[src/hdl/tce_pkg.sv]
// ----------------------------------------------------------------------------
// tce_pkg
// Shared types, constants and the vibrato sine table of the effect engine.
// ----------------------------------------------------------------------------
package tce_pkg;

  localparam int CHANNELS_DEF    = 8;
  localparam int PERIOD_BITS_DEF = 20;
  localparam int PERIOD_W        = 20;
  localparam int OFFSET_W        = 13;

  localparam logic [7:0] FX_SLIDE_DOWN = 8'd0;
  localparam logic [7:0] FX_SLIDE_UP   = 8'd1;
  localparam logic [7:0] FX_GLIDE      = 8'd2;
  localparam logic [7:0] FX_FINETUNE   = 8'd3;
  localparam logic [7:0] FX_VIBRATO    = 8'd4;
  localparam logic [7:0] FX_SPEED      = 8'd5;
  localparam logic [7:0] FX_PAN        = 8'd6;
  localparam logic [7:0] FX_RETRIG     = 8'd7;
  localparam logic [7:0] FX_NONE       = 8'hFF;

  localparam logic [7:0] NOTE_EMPTY = 8'hFF;
  localparam logic [7:0] NOTE_HOLD  = 8'hFE;
  localparam logic [7:0] NOTE_REAL_LIMIT = 8'd64;

  localparam logic [1:0] GLIDE_IDLE   = 2'd0;
  localparam logic [1:0] GLIDE_ARMED  = 2'd1;
  localparam logic [1:0] GLIDE_ACTIVE = 2'd2;

  localparam int PERIOD_FLOOR = 10;

  typedef enum logic {OP_ROW = 1'b0, OP_TICK = 1'b1} op_t;

  // One channel's state record.
  typedef struct packed {
    logic [7:0]  effect;
    logic [3:0]  info;
    logic [31:0] period;
    logic signed [OFFSET_W-1:0] offset;
    logic [3:0]  glide_speed;
    logic [31:0] glide_target;
    logic [1:0]  glide_phase;
    logic [7:0]  vib_depth;
    logic [5:0]  vib_phase;
    logic [7:0]  retrig;
    logic [3:0]  fine_tune;
  } chan_state_t;

  // Registered input item.
  typedef struct packed {
    op_t         op;
    logic [2:0]  channel;
    logic [7:0]  effect_code;
    logic [3:0]  effect_info;
    logic [7:0]  note_code;
    logic [19:0] note_period;
  } item_t;

  // Result item.
  typedef struct packed {
    logic [2:0]  channel;
    logic [19:0] period;
    logic signed [OFFSET_W-1:0] offset;
    logic        restart;
    logic        trigger;
    logic [7:0]  panning;
    logic        panning_valid;
    logic [3:0]  speed;
    logic        speed_valid;
    logic [3:0]  fine_tune;
  } result_t;

  function automatic logic signed [11:0] sine(input logic [5:0] ph);
    logic [10:0] q;
    logic [3:0] i;
    i = ph[4] ? 4'(5'd16 - {1'b0, ph[3:0]}) : ph[3:0];
    case ({ph[4] & (ph[3:0] == 4'd0), i})
      5'h10: q = 11'd1024;
      5'h00: q = 11'd0;    5'h01: q = 11'd100;  5'h02: q = 11'd200;
      5'h03: q = 11'd297;  5'h04: q = 11'd392;  5'h05: q = 11'd483;
      5'h06: q = 11'd569;  5'h07: q = 11'd650;  5'h08: q = 11'd724;
      5'h09: q = 11'd792;  5'h0A: q = 11'd851;  5'h0B: q = 11'd903;
      5'h0C: q = 11'd946;  5'h0D: q = 11'd980;  5'h0E: q = 11'd1004;
      5'h0F: q = 11'd1019;
      default: q = 11'd0;
    endcase
    return ph[5] ? -$signed({1'b0, q}) : $signed({1'b0, q});
  endfunction

endpackage

[src/hdl/tce_step.sv]
// ----------------------------------------------------------------------------
// tce_step
// Combinational row and tick update of one channel state record.
// ----------------------------------------------------------------------------
module tce_step #(
  parameter int PERIOD_BITS = tce_pkg::PERIOD_BITS_DEF
) (
  input  tce_pkg::item_t       item,
  input  tce_pkg::chan_state_t cur,
  output tce_pkg::chan_state_t nxt,
  output logic                 restart,
  output logic                 trigger,
  output logic [7:0]           panning,
  output logic                 panning_valid,
  output logic [3:0]           speed,
  output logic                 speed_valid
);
  localparam logic [33:0] PMAX = 34'((64'd1 << PERIOD_BITS) - 64'd1);

  function automatic logic [31:0] clampp(input logic signed [33:0] p,
                                         input logic signed [33:0] fl);
    logic signed [33:0] r;
    r = p;
    if (r < fl) r = fl;
    if (r > $signed(PMAX)) r = $signed(PMAX);
    return r[31:0];
  endfunction

  logic signed [33:0] p_s, t_s, step_s, np_s, folded;
  logic [31:0] np;
  logic [7:0]  fx;
  logic        trig;
  logic signed [19:0] prod;
  logic [31:0] nper_c;
  logic [7:0]  rc;

  always_comb begin
    nxt = cur;
    restart = 1'b0; trigger = 1'b0; panning = '0; panning_valid = 1'b0;
    speed = '0; speed_valid = 1'b0;
    p_s = $signed({2'b0, cur.period});
    t_s = $signed({2'b0, cur.glide_target});
    step_s = $signed({26'd0, cur.glide_speed, 4'd0});
    folded = p_s + 34'(cur.offset);
    nper_c = clampp($signed({14'd0, item.note_period}), '0);
    np = '0; np_s = '0; prod = '0; rc = '0;
    fx = cur.effect;
    trig = 1'b0;
    if (item.op == tce_pkg::OP_ROW) begin
      fx = item.effect_code;
      nxt.effect = item.effect_code;
      nxt.info = item.effect_info;
      if (fx == tce_pkg::FX_NONE) begin
        nxt.offset = '0;
      end else if (fx == tce_pkg::FX_SLIDE_DOWN || fx == tce_pkg::FX_SLIDE_UP) begin
        nxt.period = clampp(folded, '0);
        nxt.offset = '0;
        nxt.vib_phase = '0;
      end else if (fx == tce_pkg::FX_GLIDE) begin
        nxt.vib_phase = '0;
      end
      if (fx == tce_pkg::FX_SPEED && item.effect_info != 4'd0) begin
        speed = item.effect_info;
        speed_valid = 1'b1;
      end
      trig = item.note_code != tce_pkg::NOTE_EMPTY && item.note_code != tce_pkg::NOTE_HOLD;
      if (fx == tce_pkg::FX_GLIDE && trig) begin
        nxt.offset = '0;
        if (item.note_code < tce_pkg::NOTE_REAL_LIMIT) begin
          trig = 1'b0;
          nxt.glide_phase = tce_pkg::GLIDE_ARMED;
        end else begin
          nxt.glide_phase = tce_pkg::GLIDE_IDLE;
        end
      end
      if (trig) begin
        nxt.period = nper_c;
        nxt.vib_phase = '0;
        nxt.offset = '0;
        trigger = 1'b1;
      end
      case (fx)
        tce_pkg::FX_GLIDE: begin
          if (item.effect_info != 4'd0) nxt.glide_speed = item.effect_info;
          if (nxt.glide_phase == tce_pkg::GLIDE_ARMED) begin
            nxt.glide_target = nper_c;
            nxt.glide_phase = tce_pkg::GLIDE_ACTIVE;
          end
          if (nxt.glide_target != nxt.period) begin
            nxt.vib_phase = '0;
            nxt.offset = '0;
            nxt.glide_phase = tce_pkg::GLIDE_ACTIVE;
          end
        end
        tce_pkg::FX_FINETUNE: nxt.fine_tune = item.effect_info;
        tce_pkg::FX_VIBRATO: nxt.vib_depth = {item.effect_info, 4'd1};
        tce_pkg::FX_PAN: begin
          panning = 8'(item.effect_info * 8'd28);
          panning_valid = 1'b1;
        end
        tce_pkg::FX_RETRIG: if (item.effect_info != 4'd0) nxt.retrig = {4'd0, item.effect_info};
        default: ;
      endcase
    end else begin
      if (fx == tce_pkg::FX_NONE && cur.glide_phase == tce_pkg::GLIDE_ACTIVE)
        fx = tce_pkg::FX_GLIDE;
      case (fx)
        tce_pkg::FX_SLIDE_DOWN:
          nxt.period = clampp(p_s - $signed({26'd0, cur.info, 4'd0}), 34'sd10);
        tce_pkg::FX_SLIDE_UP:
          nxt.period = clampp(p_s + $signed({26'd0, cur.info, 4'd0}), 34'sd10);
        tce_pkg::FX_GLIDE: begin
          if (t_s == p_s || cur.glide_phase != tce_pkg::GLIDE_ACTIVE) begin
            nxt.glide_phase = tce_pkg::GLIDE_IDLE;
          end else if (t_s > p_s) begin
            np = clampp(p_s + step_s, 34'sd10);
            np_s = $signed({2'b0, np});
            nxt.period = (np_s > t_s) ? cur.glide_target : np;
          end else begin
            np = clampp(p_s - step_s, 34'sd10);
            np_s = $signed({2'b0, np});
            nxt.period = (np_s < t_s) ? cur.glide_target : np;
          end
        end
        tce_pkg::FX_VIBRATO: begin
          prod = 20'(tce_pkg::sine(cur.vib_phase) * $signed({1'b0, cur.vib_depth}));
          // Divide by 64 rounding toward zero.
          nxt.offset = 13'((prod + (prod[19] ? 20'sd63 : 20'sd0)) >>> 6);
          nxt.vib_phase = cur.vib_phase + 6'd1;
        end
        tce_pkg::FX_RETRIG: begin
          if (cur.info != 4'd0) begin
            rc = cur.retrig - 8'd1;
            nxt.retrig = rc;
            if (rc == 8'd0) begin
              nxt.retrig = {4'd0, cur.info};
              restart = 1'b1;
            end
          end
        end
        default: ;
      endcase
    end
  end
endmodule

[src/hdl/tracker_channel_effect_engine.sv]
// ----------------------------------------------------------------------------
// tracker_channel_effect_engine
// Per-channel effect engine. One item per cycle while the skid is empty: the
// item is registered, the addressed channel's state record is read from
// flip-flops, updated by one pass of combinational logic and written back,
// and the result is registered with a one-entry skid so input and output
// stall independently. A result passes from the item register to the output
// register, or to the skid while the output is held. The input stalls only
// while the skid holds a result, which happens when the output is held while
// another item waits in the item register. Because the state is written back
// at the same edge that loads the result, an item that follows directly on
// the same channel already reads the updated state. Items for a channel at or
// beyond CHANNELS leave state alone and return zeros beside the channel number.
// ----------------------------------------------------------------------------
module tracker_channel_effect_engine #(
  parameter int CHANNELS    = tce_pkg::CHANNELS_DEF,
  parameter int PERIOD_BITS = tce_pkg::PERIOD_BITS_DEF
) (
  input  logic        clk,
  input  logic        rst,
  input  logic        s_tvalid,
  output logic        s_tready,
  // tdata: channel[2:0], effect_code[10:3], effect_info[14:11],
  // note_code[22:15], note_period[42:23], zero fill [47:43]
  input  logic [47:0] s_tdata,
  // tuser: operation
  input  logic        s_tuser,
  output logic        m_tvalid,
  input  logic        m_tready,
  // tdata: channel_out[2:0], period_out[22:3], period_offset_out[35:23],
  // restart_sample[36], note_trigger[37], panning[45:38], panning_valid[46],
  // speed[50:47], speed_valid[51], fine_tune_out[55:52]
  output logic [55:0] m_tdata
);
  tce_pkg::chan_state_t st [CHANNELS];
  tce_pkg::item_t item;
  logic item_valid;
  tce_pkg::chan_state_t cur, nxt;
  tce_pkg::result_t res;
  logic restart, trigger, pv, sv;
  logic [7:0] pan;
  logic [3:0] spd;
  logic in_range;
  logic [55:0] out_data, skid_data;
  logic out_valid, skid_valid;

  // The item register advances whenever the skid stage is empty.
  assign s_tready = !skid_valid;

  always_ff @(posedge clk) begin
    if (rst) begin
      item_valid <= 1'b0;
    end else if (s_tready) begin
      item_valid <= s_tvalid;
    end
    if (s_tready && s_tvalid) begin
      item.op          <= tce_pkg::op_t'(s_tuser);
      item.channel     <= s_tdata[2:0];
      item.effect_code <= s_tdata[10:3];
      item.effect_info <= s_tdata[14:11];
      item.note_code   <= s_tdata[22:15];
      item.note_period <= s_tdata[42:23];
    end
  end

  assign in_range = 32'(item.channel) < CHANNELS;

  always_comb begin
    cur = st[0];
    for (int i = 0; i < CHANNELS; i++)
      if (32'(item.channel) == i) cur = st[i];
  end

  tce_step #(.PERIOD_BITS(PERIOD_BITS)) u_step (
    .item(item), .cur(cur), .nxt(nxt), .restart(restart), .trigger(trigger),
    .panning(pan), .panning_valid(pv), .speed(spd), .speed_valid(sv)
  );

  always_ff @(posedge clk) begin
    if (rst) begin
      for (int i = 0; i < CHANNELS; i++)
        st[i] <= '{effect: tce_pkg::FX_NONE, default: 0};
    end else if (item_valid && s_tready && in_range) begin
      for (int i = 0; i < CHANNELS; i++)
        if (32'(item.channel) == i) st[i] <= nxt;
    end
  end

  always_comb begin
    res = '0;
    res.channel = item.channel;
    if (in_range) begin
      res.period = nxt.period[19:0];
      res.offset = nxt.offset;
      res.restart = restart;
      res.trigger = trigger;
      res.panning = pan;
      res.panning_valid = pv;
      res.speed = spd;
      res.speed_valid = sv;
      res.fine_tune = nxt.fine_tune;
    end
  end

  // Output register with skid: a result moves into the skid if the output
  // is held.
  always_ff @(posedge clk) begin
    if (rst) begin
      out_valid <= 1'b0;
      skid_valid <= 1'b0;
    end else begin
      if (!out_valid || m_tready) begin
        out_valid <= skid_valid || item_valid;
        skid_valid <= 1'b0;
      end else if (item_valid && !skid_valid) begin
        skid_valid <= 1'b1;
      end
    end
    if (!out_valid || m_tready) begin
      out_data <= skid_valid ? skid_data : 56'(res);
    end else if (!skid_valid) begin
      skid_data <= 56'(res);
    end
  end

  assign m_tvalid = out_valid;
  assign m_tdata = {out_data[0 +: 4], out_data[4], out_data[8:5], out_data[9],
                    out_data[17:10], out_data[18], out_data[19], out_data[32:20],
                    out_data[52:33], out_data[55:53]};
endmodule

[config.mk]
export PLATFORM = sky130hd
export DESIGN_NAME = tracker_channel_effect_engine
export DESIGN_NICKNAME = d
export VERILOG_FILES = /design/src/hdl/tce_pkg.sv /design/src/hdl/tce_step.sv /design/src/hdl/tracker_channel_effect_engine.sv
export SDC_FILE = /design/constraint.sdc
export NUM_CORES = 2
export LEC_CHECK = 0
export ABC_AREA = 1
export BUFFER_PORTS_ARGS = -buffer_cell sky130_fd_sc_hd__buf_2
export CAP_MARGIN = 20
export CORE_ASPECT_RATIO = 1.25
export CORE_MARGIN = 2
export CORE_UTILIZATION = 30
export DETAILED_ROUTE_END_ITERATION = 16
export GPL_TIMING_DRIVEN = 0
export SETUP_SLACK_MARGIN = 0.5
export SYNTH_ARGS = -nofsm -noshare
export SYNTH_HDL_FRONTEND = slang
export SYNTH_SLANG_ARGS = --single-unit
[constraint.sdc]
create_clock -name clk -period 15.9 [get_ports clk]
set_input_delay 3.18 -clock clk [delete_from_list [all_inputs] [get_ports clk]]
set_output_delay 3.18 -clock clk [all_outputs]
set_load 0.03 [all_outputs]
==> run metrics <==
initial antenna violation count 14; footprint of the multi-input gates 27300 sq um; slowest CP cell a2111oi_0; Hold Path Class reg -> reg; Layout fillers 22200; fin. max-slew vios 0; Cell Rows 191; gr ovfl total 0; synth-to-layout area growth 13.5%; Synth Register Bits 1126; post-synthesis mux area share 0.0173%; commonest non-fill, non-tap cell in the layout nand2_1; Final #Nets 7987; # hold bufs at CTS 0; DR WL met2 130000 um; Pre-antenna DRT Iters 8; Clock Root Buffer clkbuf_16; leak pwr 29.9 nW; initial core utilization 30.1%; mean post-synth cell area 8.83 sq um; chip width 421 um; worst path arrival time 15700 ps; Residual DRC 0; first-pass GRT wire length 379000 um; clock sink total 1126; vias in the first global route 54600; run status finished, final reports clean; Seq/Total Area, Yosys 51.9%; WP data required 16410 ps; final WL 268000 um; fin crit period 15180 ps; GPL Wtd Cong 1.00; crit path launch type flip-flop; wl on met1 102000 um; CTS tree built; via-per-instance ratio 5.30; Pwr per Cell Area 149 nW/um^2; Synth async-reset ratio 0%; Worst slew margin 12.3%; initial DRC count 6568; latest clock arrival within the worst-skew pair 820 ps; WHS 494 ps; Post-synth EDFFs 1123; io pins 111; Place WS 759 ps; Synth Area in Simple Gates 22.7%; Post-Synthesis Cell Area 65100 sq um; DIE HEIGHT 525 um; Top cell by count, worst path nand2_1; highest routed metal layer met5; RSZ-0062 raised after global routing no; largest family of logic cells by synthesized area simple AND/OR/NAND/NOR gates; htree depth 3; clk_skew 75.3 ps; max incr delay on CP 940 ps; Final Cycle Share 95.5%; peak supply drop 0.285 mV; number of library cell types mapped by synthesis 74; nature of the critical path endpoint flip-flop; compound-gate portion of the synthesized area 10.1%; worst reg2reg setup slack 720 ps; most frequent cells in the layout 1609 x nand2_1, 1332 x nor2_1, 1123 x edfxtp_1; total track usage 23.7%; Avg WL per Cell 25.2 um; Sequential cell area 33800 sq um; via count 56400; FMAX 0.0659 GHz; measured slew at the worst slew-check pin 1320 ps; clk buf depth 3; Cells after Synth 7373; routed wl met3 18600 um; Setup WS post-layout 715 ps; CTS clk-pin slew, worst paths 70 ps; placed wire-length estimate 208000 um; CTS Buf Count 117; adder-cell share of the synthesized area 6.53%; crit path max fanout 10; critical path type reg -> reg; layout cells sized above 1 7.49%; largest net degree at the start of global routing 68; die area 221000 sq um; final setup vio count 0; max_cap viols 0; IO buf count 104; Synth Warn # 0; top_reg_cell synth edfxtp_1; DRT antenna net count 0; final hold vios 0; xor and xnor fraction of the mapped netlist area 2.30%; core area 216000 sq um
[critical path: cells and delay by family (launching register included)]
kind	cells	cell delay, ps
simple gates	22	4550
buf+inv	16	4520
compound gates	13	3950
fa+ha+maj	3	980
flops	1	620
xor+xnor	1	200
[worst paths after layout]
path / startpoint / endpoint / cells past startpoint
min reg2reg: item_valid / item_valid / 2
max: item[41] / st[0][214] / 55
max reg2reg: item[41] / st[0][214] / 55
min: item_valid / item_valid / 2
[cells in the mapped netlist (24+ instances only)]
library cell | n | area share [%]
nand2_1 | 1615 | 9.3
nor3_1 | 60 | 0.46
edfxtp_1 | 1123 | 52
nor2_1 | 1333 | 7.7
ha_1 | 204 | 3.9
buf_2 | 74 | 0.57
nor4_1 | 24 | 0.23
o211ai_1 | 93 | 1.1
clkbuf_1 | 230 | 1.3
a22oi_1 | 85 | 0.98
inv_1 | 636 | 3.7
buf_1 | 34 | 0.20
a21oi_1 | 345 | 2.7
fa_1 | 85 | 2.6
nand3_1 | 409 | 3.1
xor2_1 | 150 | 2.0
nand4_1 | 44 | 0.42
nand2_2 | 64 | 0.62
o21ai_0 | 418 | 3.2
[registers in the layout (all words and copies together), names as in the netlist]
| register | flops |
|---|---|
| m_tvalid | 1 |
| item_valid | 1 |
| item | 43 |
| st | 968 |
| out_data | 56 |
| skid_data | 56 |
| skid_valid | 1 |
[power by group]
| part | internal [W] | switching, W |
|---|---|---|
| Sequential | 0.00344 | 0.0000547 |
| Combinational | 0.00152 | 0.00320 |
| Clock | 0.00153 | 0.00124 |
| Total | 0.00648 | 0.00450 |
[cell type report]
class / count / area share (%)
Inverter: 665 / 3.38
Timing Repair Buffer: 142 / 1.68
Antenna cell: 5 / 0.0169
Tap cell: 2895 / 4.90
Clock inverter: 77 / 1.01
Clock buffer: 140 / 4.11
Sequential cell: 1126 / 45.7
Buffer: 373 / 2.28
Multi-Input combinational cell: 5220 / 36.9
[routing by layer]
metal | vias up | track usage [%]
li1 | 25300 | -
met1 | 27800 | 28.8
met2 | 2658 | 40.2
met3 | 664 | 2.87
met4 | 2 | 13.9
met5 | - | 0
[kinds of logic (layout without fill, tap and decap cells)]
logic type,count (synthesis),count (layout)
and+or+nand+nor,3624,3624
other,1,17
DFF,1126,1126
xor gates and xnor gates,170,170
buffers and inverters,1038,1397
AOI/OAI and AO/OA,1124,1124
muxes,1,1
adders and majority gates,289,289
[stage by stage]
step / setup TNS (ps) / power [W] / utilization, % / std cells / area, sq um
2_1_floorplan: 0 / 0.00682 / - / 7384 / 65100
3_3_place_gp: -732750 / 0.00811 / 32.0 / 10400 / 69300
3_5_place_dp: 0 / 0.00821 / 32.4 / 10400 / 70100
4_1_cts: 0 / 0.0109 / 34.1 / 10600 / 73900
5_1_grt: 0 / 0.0116 / 34.2 / 10600 / 73900
6_report: 0 / 0.0110 / 34.2 / 10600 / 73900
[repair_timing]
action | 4_1_cts | 5_1_grt
resized for setup | 0 | 8
setup endpoints to repair | 0 | 296
setup buffers | 0 | 2
(Power assumes the default switching activity.)
